$ cat src/hdl/y2r_pkg.sv
// ----------------------------------------------------------------------------
// y2r_pkg
// Types and fixed constants of the Y411 to RGB24 converter.
// ----------------------------------------------------------------------------
`default_nettype none

package y2r_pkg;

    localparam int FRAC_BITS = 14;
    localparam int SUM_W     = 24;

    // Q1.14 color coefficients, magnitudes; signs are applied in the front end
    localparam logic signed [SUM_W-1:0] K_RU = 24'sd15;
    localparam logic signed [SUM_W-1:0] K_RV = 24'sd22965;
    localparam logic signed [SUM_W-1:0] K_GU = 24'sd5631;
    localparam logic signed [SUM_W-1:0] K_GV = 24'sd11701;
    localparam logic signed [SUM_W-1:0] K_BU = 24'sd29035;
    localparam logic signed [SUM_W-1:0] K_BV = 24'sd16;

    localparam logic [8:0] CHROMA_OFFSET = 9'd128;
    localparam logic [7:0] CHANNEL_MAX   = 8'd255;

    typedef struct packed {
        logic [7:0] chroma_u;
        logic [7:0] luma_0;
        logic [7:0] luma_1;
        logic [7:0] chroma_v;
        logic [7:0] luma_2;
        logic [7:0] luma_3;
        logic       frame_last_in;
    } in_item_t;

    typedef struct packed {
        logic [7:0] red;
        logic [7:0] green;
        logic [7:0] blue;
        logic       group_last;
        logic       frame_last_out;
    } pixel_t;

    // One group after the chroma terms are worked out
    typedef struct packed {
        logic signed [SUM_W-1:0] r_off;
        logic signed [SUM_W-1:0] g_off;
        logic signed [SUM_W-1:0] b_off;
        logic [3:0][7:0]         luma;
        logic                    frame_last;
    } group_t;

endpackage

`default_nettype wire

$ cat src/hdl/y411_to_rgb24_converter.sv
// ----------------------------------------------------------------------------
// y411_to_rgb24_converter
// Y411 group in, four RGB24 pixels out.
// ----------------------------------------------------------------------------
// Input channel: drive item with one Y411 group and raise push; the group is
// taken on a clock edge where push is high and full is low.
// Output channel: while empty is low, pixel carries the oldest waiting pixel;
// raise pop to take it. Pixels leave in luma order; the fourth of each group
// has group_last set and carries the group's frame end mark.
// The first pixel of a group passes the front register, the queue and the
// sequencer's group register into the single output register; the other three
// follow one per cycle while the receiver keeps taking them. The pixel sequencer
// loads the next group as it produces the last pixel of the current one.
// The front end keeps accepting while pixels wait: groups collect in a queue
// of QUEUE_DEPTH entries plus the front register, and only then full rises.
// A stalled receiver holds the shown pixel stable.
// Reset empties the queue and the pipeline; no pixel is shown after reset.
// ----------------------------------------------------------------------------
`default_nettype none

module y411_to_rgb24_converter
#(
    parameter int QUEUE_DEPTH = 2
)
(
    input  wire logic              clk,
    input  wire logic              rst_n,
    input  wire logic              push,
    input  wire y2r_pkg::in_item_t item,
    output logic                   full,
    output logic                   empty,
    input  wire logic              pop,
    output y2r_pkg::pixel_t        pixel
);

    logic            q_push;
    logic            q_full;
    logic            q_pop;
    logic            q_empty;
    y2r_pkg::group_t q_wr_data;
    y2r_pkg::group_t q_rd_data;

    y2r_front u_front
    (
        .clk    (clk),
        .rst_n  (rst_n),
        .push   (push),
        .item   (item),
        .full   (full),
        .q_push (q_push),
        .q_data (q_wr_data),
        .q_full (q_full)
    );

    y2r_fifo
    #(
        .DEPTH (QUEUE_DEPTH)
    )
    u_fifo
    (
        .clk     (clk),
        .rst_n   (rst_n),
        .push    (q_push),
        .wr_data (q_wr_data),
        .full    (q_full),
        .pop     (q_pop),
        .rd_data (q_rd_data),
        .empty   (q_empty)
    );

    y2r_back u_back
    (
        .clk     (clk),
        .rst_n   (rst_n),
        .q_empty (q_empty),
        .q_data  (q_rd_data),
        .q_pop   (q_pop),
        .empty   (empty),
        .pop     (pop),
        .pixel   (pixel)
    );

endmodule

`default_nettype wire

$ cat src/hdl/y2r_front.sv
// ----------------------------------------------------------------------------
// y2r_front
// Accepts Y411 groups and forms the three chroma offsets of each group.
// ----------------------------------------------------------------------------
`default_nettype none

module y2r_front
(
    input  wire logic              clk,
    input  wire logic              rst_n,
    input  wire logic              push,
    input  wire y2r_pkg::in_item_t item,
    output logic                   full,
    output logic                   q_push,
    output y2r_pkg::group_t        q_data,
    input  wire logic              q_full
);

    logic                         valid_reg;
    logic                         valid_next;
    y2r_pkg::group_t              grp_reg;
    y2r_pkg::group_t              grp_next;
    logic                         accept;
    logic signed [8:0]            du;
    logic signed [8:0]            dv;
    logic signed [y2r_pkg::SUM_W-1:0] du_w;
    logic signed [y2r_pkg::SUM_W-1:0] dv_w;

    assign q_push = valid_reg && !q_full;
    assign full   = valid_reg && q_full;
    assign accept = push && !full;
    assign q_data = grp_reg;

    always_comb
    begin
        du   = $signed({1'b0, item.chroma_u} - y2r_pkg::CHROMA_OFFSET);
        dv   = $signed({1'b0, item.chroma_v} - y2r_pkg::CHROMA_OFFSET);
        du_w = y2r_pkg::SUM_W'(du);
        dv_w = y2r_pkg::SUM_W'(dv);

        grp_next.r_off      = y2r_pkg::K_RV * dv_w - y2r_pkg::K_RU * du_w;
        grp_next.g_off      = -(y2r_pkg::K_GU * du_w) - y2r_pkg::K_GV * dv_w;
        grp_next.b_off      = y2r_pkg::K_BU * du_w + y2r_pkg::K_BV * dv_w;
        grp_next.luma[0]    = item.luma_0;
        grp_next.luma[1]    = item.luma_1;
        grp_next.luma[2]    = item.luma_2;
        grp_next.luma[3]    = item.luma_3;
        grp_next.frame_last = item.frame_last_in;

        if (accept)
        begin
            valid_next = 1'b1;
        end
        else if (q_push)
        begin
            valid_next = 1'b0;
        end
        else
        begin
            valid_next = valid_reg;
        end
    end

    always_ff @(posedge clk or negedge rst_n)
    begin
        if (!rst_n)
        begin
            valid_reg <= 1'b0;
        end
        else
        begin
            valid_reg <= valid_next;
        end
    end

    always_ff @(posedge clk)
    begin
        if (accept)
        begin
            grp_reg <= grp_next;
        end
    end

endmodule

`default_nettype wire

$ cat src/hdl/y2r_fifo.sv
// ----------------------------------------------------------------------------
// y2r_fifo
// Short group queue between the front end and the pixel sequencer.
// ----------------------------------------------------------------------------
`default_nettype none

module y2r_fifo
#(
    parameter int DEPTH = 2
)
(
    input  wire logic            clk,
    input  wire logic            rst_n,
    input  wire logic            push,
    input  wire y2r_pkg::group_t wr_data,
    output logic                 full,
    input  wire logic            pop,
    output y2r_pkg::group_t      rd_data,
    output logic                 empty
);

    localparam int PTR_W = $clog2(DEPTH);
    localparam int CNT_W = $clog2(DEPTH + 1);

    y2r_pkg::group_t    mem [DEPTH];
    logic [PTR_W-1:0]   wr_ptr_reg;
    logic [PTR_W-1:0]   wr_ptr_next;
    logic [PTR_W-1:0]   rd_ptr_reg;
    logic [PTR_W-1:0]   rd_ptr_next;
    logic [CNT_W-1:0]   count_reg;
    logic [CNT_W-1:0]   count_next;
    logic               do_push;
    logic               do_pop;

    assign full    = (count_reg == CNT_W'(DEPTH));
    assign empty   = (count_reg == '0);
    assign do_push = push && !full;
    assign do_pop  = pop && !empty;
    assign rd_data = mem[rd_ptr_reg];

    always_comb
    begin
        wr_ptr_next = wr_ptr_reg;
        rd_ptr_next = rd_ptr_reg;
        count_next  = count_reg;
        if (do_push)
        begin
            wr_ptr_next = (wr_ptr_reg == PTR_W'(DEPTH - 1)) ? '0 : wr_ptr_reg + PTR_W'(1);
        end
        if (do_pop)
        begin
            rd_ptr_next = (rd_ptr_reg == PTR_W'(DEPTH - 1)) ? '0 : rd_ptr_reg + PTR_W'(1);
        end
        if (do_push && !do_pop)
        begin
            count_next = count_reg + CNT_W'(1);
        end
        else if (do_pop && !do_push)
        begin
            count_next = count_reg - CNT_W'(1);
        end
    end

    always_ff @(posedge clk or negedge rst_n)
    begin
        if (!rst_n)
        begin
            wr_ptr_reg <= '0;
            rd_ptr_reg <= '0;
            count_reg  <= '0;
        end
        else
        begin
            wr_ptr_reg <= wr_ptr_next;
            rd_ptr_reg <= rd_ptr_next;
            count_reg  <= count_next;
        end
    end

    always_ff @(posedge clk)
    begin
        if (do_push)
        begin
            mem[wr_ptr_reg] <= wr_data;
        end
    end

endmodule

`default_nettype wire

$ cat src/hdl/y2r_back.sv
// ----------------------------------------------------------------------------
// y2r_back
// Walks the four pixels of a queued group, one per cycle while the receiver
// keeps taking them, into the output register.
// ----------------------------------------------------------------------------
`default_nettype none

module y2r_back
(
    input  wire logic            clk,
    input  wire logic            rst_n,
    input  wire logic            q_empty,
    input  wire y2r_pkg::group_t q_data,
    output logic                 q_pop,
    output logic                 empty,
    input  wire logic            pop,
    output y2r_pkg::pixel_t      pixel
);

    logic                              busy_reg;
    logic                              busy_next;
    logic [1:0]                        idx_reg;
    logic [1:0]                        idx_next;
    y2r_pkg::group_t                   grp_reg;
    logic                              out_valid_reg;
    logic                              out_valid_next;
    y2r_pkg::pixel_t                   out_reg;
    y2r_pkg::pixel_t                   out_next;
    logic                              step;
    logic                              last;
    logic                              load;
    logic signed [y2r_pkg::SUM_W-1:0]  ys;

    function automatic logic [7:0] clamp_channel(input logic signed [y2r_pkg::SUM_W-1:0] sum);
        logic [7:0] res;
        if (sum[y2r_pkg::SUM_W-1])
        begin
            res = 8'd0;
        end
        else if (sum[y2r_pkg::SUM_W-2:y2r_pkg::FRAC_BITS+8] != '0)
        begin
            res = y2r_pkg::CHANNEL_MAX;
        end
        else
        begin
            res = sum[y2r_pkg::FRAC_BITS+7:y2r_pkg::FRAC_BITS];
        end
        return res;
    endfunction

    assign empty = !out_valid_reg;
    assign pixel = out_reg;
    assign step  = busy_reg && (!out_valid_reg || pop);
    assign last  = (idx_reg == 2'd3);
    assign load  = !q_empty && (!busy_reg || (step && last));
    assign q_pop = load;

    always_comb
    begin
        ys = $signed({2'b00, grp_reg.luma[idx_reg], {y2r_pkg::FRAC_BITS{1'b0}}});

        out_next.red            = clamp_channel(ys + grp_reg.r_off);
        out_next.green          = clamp_channel(ys + grp_reg.g_off);
        out_next.blue           = clamp_channel(ys + grp_reg.b_off);
        out_next.group_last     = last;
        out_next.frame_last_out = last && grp_reg.frame_last;

        if (load)
        begin
            busy_next = 1'b1;
        end
        else if (step && last)
        begin
            busy_next = 1'b0;
        end
        else
        begin
            busy_next = busy_reg;
        end

        if (load)
        begin
            idx_next = 2'd0;
        end
        else if (step)
        begin
            idx_next = idx_reg + 2'd1;
        end
        else
        begin
            idx_next = idx_reg;
        end

        // hold the pixel until it is taken, refill on every step
        if (step)
        begin
            out_valid_next = 1'b1;
        end
        else if (pop)
        begin
            out_valid_next = 1'b0;
        end
        else
        begin
            out_valid_next = out_valid_reg;
        end
    end

    always_ff @(posedge clk or negedge rst_n)
    begin
        if (!rst_n)
        begin
            busy_reg      <= 1'b0;
            idx_reg       <= 2'd0;
            out_valid_reg <= 1'b0;
        end
        else
        begin
            busy_reg      <= busy_next;
            idx_reg       <= idx_next;
            out_valid_reg <= out_valid_next;
        end
    end

    always_ff @(posedge clk)
    begin
        if (load)
        begin
            grp_reg <= q_data;
        end
        if (step)
        begin
            out_reg <= out_next;
        end
    end

endmodule

`default_nettype wire
$ cat config.mk
export PLATFORM = sky130hd
export DESIGN_NAME = y411_to_rgb24_converter
export DESIGN_NICKNAME = d
export VERILOG_FILES = /design/src/hdl/y2r_pkg.sv /design/src/hdl/y411_to_rgb24_converter.sv /design/src/hdl/y2r_front.sv /design/src/hdl/y2r_fifo.sv /design/src/hdl/y2r_back.sv
export SDC_FILE = /design/constraint.sdc
export NUM_CORES = 1
export LEC_CHECK = 0
export ABC_AREA = 1
export BUFFER_PORTS_ARGS = -buffer_cell sky130_fd_sc_hd__buf_2
export CORE_ASPECT_RATIO = 1.5
export CORE_MARGIN = 2
export CORE_UTILIZATION = 65
export CTS_BUF_LIST = sky130_fd_sc_hd__clkbuf_4
export DETAILED_ROUTE_END_ITERATION = 10
export GPL_TIMING_DRIVEN = 0
export PLACE_DENSITY_LB_ADDON = 0.2
export SYNTH_ARGS = -nofsm -noshare
export SYNTH_HDL_FRONTEND = slang
export SYNTH_SLANG_ARGS = --single-unit
$ cat constraint.sdc
create_clock -name clk -period 5.4 [get_ports clk]
set_clock_uncertainty 0.15 [all_clocks]
set_input_delay 1.08 -clock clk [delete_from_list [all_inputs] [get_ports clk]]
set_output_delay 1.08 -clock clk [all_outputs]
set_load 0.05 [all_outputs]
# Word-level counts from Yosys, hierarchy flattened
# Memories as Yosys holds them, arrays and structs flattened. A register that Yosys moved wholly into a read port is not among the register bits.
# Cells that the tools add are included.
# word_totals
ff_bits	140
ramBits	210
input_bits	53
word_cells	88
mem_count	1
# memory_table
name	depth	width	rd	rd_clocked_by_memory_dff	wr	line_no	source
u_fifo.mem	2	105	1	1	1	y2r_fifo.sv:25	y2r_pkg::group_t mem [DEPTH];
# op_classes
addsub	14
mul	5
n_lt_le_gt_ge	1
eq_ne	2
mux	19
reduce_logical	26
# op_table
operator	n
$add A23 B24 Y24	3
$mul A16 B9 Y24 const A	2
$sub A24 B24 Y24	2
$mux W8	4
$add A24 B13 Y24	1
$mul A15 B9 Y24 const A	1
$neg A24 Y24	1
$mul A14 B9 Y23 const A	1
$sub A8 B8 Y9 const B	2
$bmux W8 S2	1
$mul A5 B9 Y14 const A	1
$logic_and A1 B1 Y1	11
$mux W1	10
$reduce_bool A2 Y1	5
$mux W2	4
$logic_not A1 Y1	7
$add A2 B1 Y2 const B	2
$eq A2 B2 Y1 const B	2
$lt A2 B3 Y1 const B	1
$add A1 B1 Y1 const B	2
$logic_not A2 Y1	1
$logic_or A1 B1 Y1	2
$sub A2 B1 Y2 const B	1

# Depth between registers and ports, before layout
# Gate-level depths: netlist (run 1).
# depth
word_depth	10
depth_mapped	39
depth_no_buf	38

# Cells and area by module
# From an unflattened synthesis (run 1), not the netlist that was laid out.
# hier_totals
hier_cells	2783
area_unflattened_um2	28657.5
# by_module_without_submodules
module	n_inst	cells_per_inst	area_per_inst_um2
y2r_front	1	1722	16041.6
y2r_fifo	1	580	7877.6
y2r_back	1	481	4738.3

# Least setup slack after synthesis (run 1)
# OpenSTA, ideal clock, no wires.
# synth_timing
path_type	input -> register
from	input port item[41] (netlist name)
to	register u_front.grp_reg (netlist bit u_front.q_data[80]) (data pin)
setup_ns	0.253
arrival_ns	8.048
required_time_ns	4.997
setup_slack_ns	-3.051
path_stages	29
cell_sequence	fa_1 > fa_1 > fa_1 > fa_1 > inv_1 > fa_1 > inv_1 > ha_1 > a21oi_1 > nand2_1 > nand2_1 > nand3_1 > nand2_1 > o21ai_1 > xor2_1 > ha_1 > fa_1 > fa_1 > inv_1 > fa_1 > fa_1 > ha_1 > nand2_1 > inv_1 > nand2_1 > nor4_1 > nand3_1 > nand4_1 > nand2_1
# synth_lines
item	line_no	source
start: declaration	y411_to_rgb24_converter.sv:29	input wire y2r_pkg::in_item_t item,
end signal: assignment	y2r_front.sv:80	grp_reg <= grp_next;
end: declaration	y2r_front.sv:21	y2r_pkg::group_t grp_reg;

==> results of run 1 <==
-- placed cells by master, fill, tap and decap left out, types with 20 or more instances in the layout --
cell and n:
clkbuf_4 76, buf_2 72, inv_1 409, ha_4 32, buf_4 31, nor2_1 138
nand2_2 27, nand2_1 480, edfxtp_1 278, o21ai_0 32, nand3_1 72, xor2_1 50
fa_1 194, ha_1 270, a21oi_1 75, nand4_1 20
-- cells in the mapped netlist, types with 2 or more instances --
| master | instances | area, um^2 |
|---|---|---|
| or2_2 | 11 | 68.8 |
| o22ai_1 | 7 | 43.8 |
| a22oi_1 | 2 | 15.0 |
| and2_1 | 2 | 12.5 |
| nand4_1 | 20 | 125 |
| a21boi_0 | 4 | 30.0 |
| o21ai_1 | 3 | 15.0 |
| ha_1 | 308 | 3850 |
| nand3_2 | 3 | 30.0 |
| a21o_1 | 16 | 120 |
| xor2_2 | 2 | 32.5 |
| edfxtp_1 | 278 | 8350 |
| inv_1 | 429 | 1610 |
| nor4_1 | 3 | 18.8 |
| dfrtp_1 | 9 | 225 |
| xnor2_1 | 23 | 201 |
| nand2_2 | 6 | 37.5 |
| nor3_1 | 22 | 110 |
| nor2_1 | 153 | 574 |
| nand2_1 | 511 | 1920 |
| nand3_1 | 78 | 390 |
| o21ai_0 | 42 | 210 |
| xor2_1 | 50 | 438 |
| clkbuf_1 | 11 | 41.3 |
| o21a_1 | 12 | 90.1 |
| o21bai_1 | 17 | 128 |
| buf_1 | 5 | 18.8 |
| a31oi_1 | 11 | 68.8 |
| o21ai_2 | 3 | 26.3 |
| inv_2 | 4 | 15.0 |
| a21oi_1 | 101 | 505 |
| fa_1 | 204 | 4080 |
-- logic make-up after synthesis --
| family | synth area share |
|---|---|
| simple gates | 0.142 |
| flops | 0.364 |
| compound gates | 0.0547 |
| fa+ha+maj | 0.337 |
| buf+inv | 0.0725 |
| xor+xnor | 0.0292 |
-- metal layers --
metal / up-vias / global-route usage / part of all wire
met4: 0 / 0.175 / 0.068
met1: 8103 / 0.304 / 0.36
met2: 464 / 0.560 / 0.55
li1: 8065 / - / -
met3: 173 / 0.0212 / 0.030
met5: - / 0 / 0
-- worst max-delay path, delay by kind of cell --
family,cells,cell delay [ps]
and+or+nand+nor,10,1080
adders and majority gates,13,5390
AOI/OAI and AO/OA,1,60
xor gates and xnor gates,2,240
buffers and inverters,8,580
-- worst min path at each step --
stage,from,endpoint,slack (ps),depth (start not counted)
final,rst_n,u_fifo.wr_ptr_reg,60,1
after global routing,rst_n,u_fifo.wr_ptr_reg,50,1
after CTS,rst_n,u_fifo.wr_ptr_reg,20,1
after detailed placement,u_front.q_data[95],u_fifo.mem[0][95],280,0
after global placement,u_front.q_data[102],u_fifo.mem[1][102],270,0
after floorplan,u_front.q_data[0],u_fifo.mem[0][0],270,0
-- per-stage QoR --
stage          instances  worst slack (ps)
4_1_cts             3043             -2530
3_5_place_dp        2929             -3890
5_1_grt             3062             -2900
6_report            3062             -2770
2_1_floorplan       2365             -2800
3_3_place_gp        2923             -3760
-- what timing repair did --
item                       in CTS  in global routing
setup endpoints to repair      20                 20
cloned                          0                  0
hold buffers                    0                  0
buffers inserted               14                 18
gates resized for setup       114                 86
pin swaps                      36                 31
hold endpoints to repair        0                  0
-- final cells by class --
type	count	share of cell area
plain buffers	18	0.00286
repair buffers	118	0.0326
well taps	478	0.0224
multi-input cells	1626	0.534
inverters	434	0.0619
diodes	1	0.0000936
flip-flops and latches	287	0.321
clock buffers	76	0.0213
clock inverters	24	0.00389
==> impl_results.md, run 1 <==
- Status: finished, violations left
- Failing checks: setup timing
- CTS buffer count: 56
- Total track usage: 0.289
- Avg Inst Size Synth: 9.96 um^2
- WP data required: 5650 ps
- Core area: 35,800 um^2
- Crit path DAT: 8420 ps
- Drt pass-1 iters: 7
- # setup viols final: 20
- Die width: 159 um
- DR iter-0 viols: ~880
- Max Clk Rate: ~120 MHz
- Nets@finish: just over 3,000
- Finished Cell Area: between 20,000 and 30,000 um^2
- GPL Wtd Cong: 0.955
- Sequential share of the synthesized area: 0.364
- Most used cell, CP: fa_1
- Reg2reg start: u_back.idx_reg[0]
- Yosys reg bits: 287
- Hold/Removal Path Class: in -> async
- Initial Utilization: 0.657
- Endpoint class of the critical path: flip-flop
- Final hold violation count: 0
- Post-route ant nets: 0
- Crit-path max FO: 5
- Max stage delay on crit path: 640 ps
- Syn nets: 2,930
- Ys flop type: edfxtp_1
- Via count: 16,800
- Total of max-cap violations: 0
- Async SR Flop Fraction: 0.0314
- Avg WL per Cell: 17.9 um
- DRC: 0
- RSZ-0062 raised after global routing: yes
- Crit path to: u_front.q_data[78]
- Worst Setup SP: item[42]
- Slew headroom: 0.166
- CTS tree: done
- CP max stage cell: fa_2
- R2r setup slk: approximately 1400 ps
- Setup TNS: -41,380 ps
- GRT overflow: 0
- Largest net degree at the start of global routing: 36
- Clk pin slew, worst setup/hold paths: 90 ps
- Die ar.: 37,800 um^2
- Setup crit start kind: primary input
- R2R depth: 16
- # IOs: 81
- Hold WS: 60.8 ps
- Crit Path Category: in -> reg
- Final worst slack: -2770 ps
- First-pass GRT wire length: 85.8 mm
- Vias/cell: approximately 5.5
- Min Tclk post-route: 8170 ps
- Share of layout cells above drive strength 1: 0.159
- Die H: 237 um
- # clock sinks: 287
- CTS Buffer Depth: 3
- Reg2Reg Capture Point: u_back.pixel[25]
- DPL Wire Length: about 44 mm
- Detailed Route WL: 54.9 mm
- Fin crit share: 1.51
- Util after Layout: 0.746
- Cell count after synthesis: 2,365
- Rows: between 80 and 90
- Skew-Pair Late Insertion Delay: 700 ps
- Vias in the first global route: 17,400
- Number of port buffers: 80
- Area after DPL: between 20,000 and 25,000 um^2
- Max Slew Vio Count: 0
- # H-tree levels: 2
- Register area: 8570 um^2
- Fill count: about 2,500
- Synthesis Warnings: 0
- Max FFs per register: 126
- Synth cell types: 47
- Initial antenna violation count: 1
- P&R area growth vs syn: 13.5%
- CTS Root Cell: clkbuf_4
- Number of flops mapped to enable cells by yosys: 278
- Multi-input combinational cell area: 14,300 um^2
- Mapped Area: 23,500 um^2
- Worst Tran Pin Value: 1250 ps
Power of run 1 is left out: the tool's default activity adds up to more than one toggle a clock period on the data nets, which glitch-free logic cannot reach.
==> inputs of run 2 (changes only) <==
CELL_PAD_IN_SITES_DETAIL_PLACEMENT = 0   (was not set)
CELL_PAD_IN_SITES_GLOBAL_PLACEMENT = 1   (was not set)
CORE_UTILIZATION = 52   (was 65)
PLACE_DENSITY_LB_ADDON = 0.1   (was 0.2)
==> run 2 against run 1 <==
  * The flow still finishes with violations (setup timing)
  * Die area rose by 24%
  * Maximum frequency rose by 1.8%
  * First-iteration DRC count fell by 22%
  * Cell count rose by 3.9%
  * Register-to-register slack got worse by 60 ps
  * Non-clock buffer count rose by 9
  * Design area rose by 1.2%
  * Global-route usage fell by 4.3 points
==> impl_results.md, run 2 (synthesis gave the netlist of run 1 again) <==
- Status: finished, violations left
- Failing checks: setup timing
- Vias in the first global route: 17,400 (-0.086%)
- Min Tclk post-route: 8020 ps (-147 ps)
- Rows: 95 (+12%)
- Vias/cell: 5.15 (-6.2%)
- Reg2Reg Capture Point: u_back.pixel[4]
- Final hold violation count: 0 (unchanged)
- Most used cell, CP: fa_1
- DPL Wire Length: 46.2 mm (+5.5%)
- Die H: 265 um (+12%)
- Avg WL per Cell: 17.9 um (-0.31%)
- Die width: 178 um (+12%)
- First-pass GRT wire length: 89.4 mm (+4.2%)
- Share of layout cells above drive strength 1: 0.162 (+0.00338)
- R2r setup slk: 1320 ps (-60 ps)
- Finished Cell Area: 27,000 um^2 (+1.2%)
- DR iter-0 viols: 684 (-22%)
- Hold WS: 55.9 ps (-4.85 ps)
- Max Slew Vio Count: 0 (unchanged)
- Crit-path max FO: 5 (unchanged)
- Slew headroom: 0.174 (+0.00822)
- Via count: 16,400 (-2.6%)
- DRC: 0 (unchanged)
- Max Clk Rate: 125 MHz (+1.8%)
- Initial antenna violation count: 1 (unchanged)
- Initial Utilization: 0.525 (-0.132)
- GPL Wtd Cong: 0.916 (-4.1%)
- Util after Layout: 0.604 (-0.142)
- Worst Setup SP: item[41]
- P&R area growth vs syn: 14.9%
- Crit path to: u_front.q_data[77]
- Total track usage: 0.246 (-0.0433)
- Crit path DAT: 8300 ps (-120 ps)
- Hold/Removal Path Class: in -> async
- CTS buffer count: 57 (+1.8%)
- CTS tree: done
- Die ar.: 47,000 um^2 (+24%)
- RSZ-0062 raised after global routing: yes
- Max FFs per register: 126 (unchanged)
- CTS Buffer Depth: 3 (unchanged)
- Nets@finish: 3,116 (+0.32%)
- Detailed Route WL: 56.8 mm (+3.5%)
- GRT overflow: 0 (unchanged)
- Endpoint class of the critical path: flip-flop
- # setup viols final: 20 (unchanged)
- Final worst slack: -2620 ps (+147 ps)
- Area after DPL: 25,000 um^2 (+0.52%)
- Most frequent cells in the layout: nand2_1, inv_1, edfxtp_1
- # H-tree levels: 2 (unchanged)
- Post-route ant nets: 0 (unchanged)
- Total of max-cap violations: 0 (unchanged)
- R2R depth: 16 (unchanged)
- Setup crit start kind: primary input
- Max stage delay on crit path: 610 ps (-30 ps)
- Drt pass-1 iters: 7 (unchanged)
- Clk pin slew, worst setup/hold paths: 80 ps (about the same)
- # clock sinks: 287 (unchanged)
- # IOs: 81 (unchanged)
- WP data required: 5680 ps (+30 ps)
- Largest net degree at the start of global routing: 43 (+19%)
- CTS Root Cell: clkbuf_4
- Fin crit share: 1.49 (-0.0272)
- Skew-Pair Late Insertion Delay: 710 ps (about the same)
- CP max stage cell: fa_2
- Crit Path Category: in -> reg
- Most common cell after layout, fill and taps aside: nand2_1
- Reg2reg start: u_back.idx_reg[0]
- Fill count: 3,880 (+54%)
- Worst Tran Pin Value: 1240 ps (-12.3 ps)
- Core area: 44,800 um^2 (+25%)
- Number of port buffers: 80 (unchanged)
run 2: layer usage:
| layer | part of all wire | up-vias | track usage | wire [um] |
|---|---|---|---|---|
| met5 | 0 | - | 0 | 0 |
| met4 | 0.034 | 0 | 0.0922 | 1950 |
| met3 | 0.023 | 92 | 0.0181 | 1320 |
| met2 | 0.57 | 291 | 0.490 | 32300 |
| met1 | 0.38 | 7893 | 0.264 | 21300 |
| li1 | - | 8094 | - | - |
run 2: metrics by stage:
stage | TNS [ps] | instances | setup WS, ps
2_1_floorplan | -42780 | 2365 | -2800
3_3_place_gp | -123740 | 3027 | -3870
3_5_place_dp | -71710 | 3033 | -3920
4_1_cts | -43950 | 3155 | -2590
5_1_grt | -45190 | 3180 | -2820
6_report | -40900 | 3180 | -2620
run 2: layout make-up:
type	count	area, um^2	share of cell area
Sequential cell	287	8570	0.317
Clock buffer	78	586	0.0217
Tap cell	582	728	0.0269
Buffer	18	80.1	0.00296
Inverter	434	1650	0.0612
Clock inverter	27	183	0.00675
Multi-Input combinational cell	1626	14300	0.527
Timing Repair Buffer	127	978	0.0362
Antenna cell	1	2.50	0.0000925
run 2: worst min-delay path by stage:
stage	depth (start not counted)	endpoint	start
2_1_floorplan	0	u_fifo.mem[0][0]	u_front.q_data[0]
3_3_place_gp	0	u_fifo.mem[1][102]	u_front.q_data[102]
3_5_place_dp	0	u_fifo.mem[0][75]	u_front.q_data[75]
4_1_cts	1	u_back.busy_reg	rst_n
5_1_grt	1	u_back.idx_reg[1]	rst_n
6_report	1	u_back.busy_reg	rst_n
run 2: timing repair:
action,in CTS,in global routing
endpoints found under the setup margin,20,22
gates resized for setup,99,94
buffers inserted,17,25
hold buffers,0,0
cloned,0,0
pin swaps,35,38
run 2: worst max-delay path: cells and delay by family:
kind / cells / cell delay (ps)
xor+xnor: 1 / 180
simple gates: 12 / 1080
compound gates: 1 / 140
buf+inv: 5 / 350
fa+ha+maj: 12 / 5500
Power of run 2 is left out for the same reason.
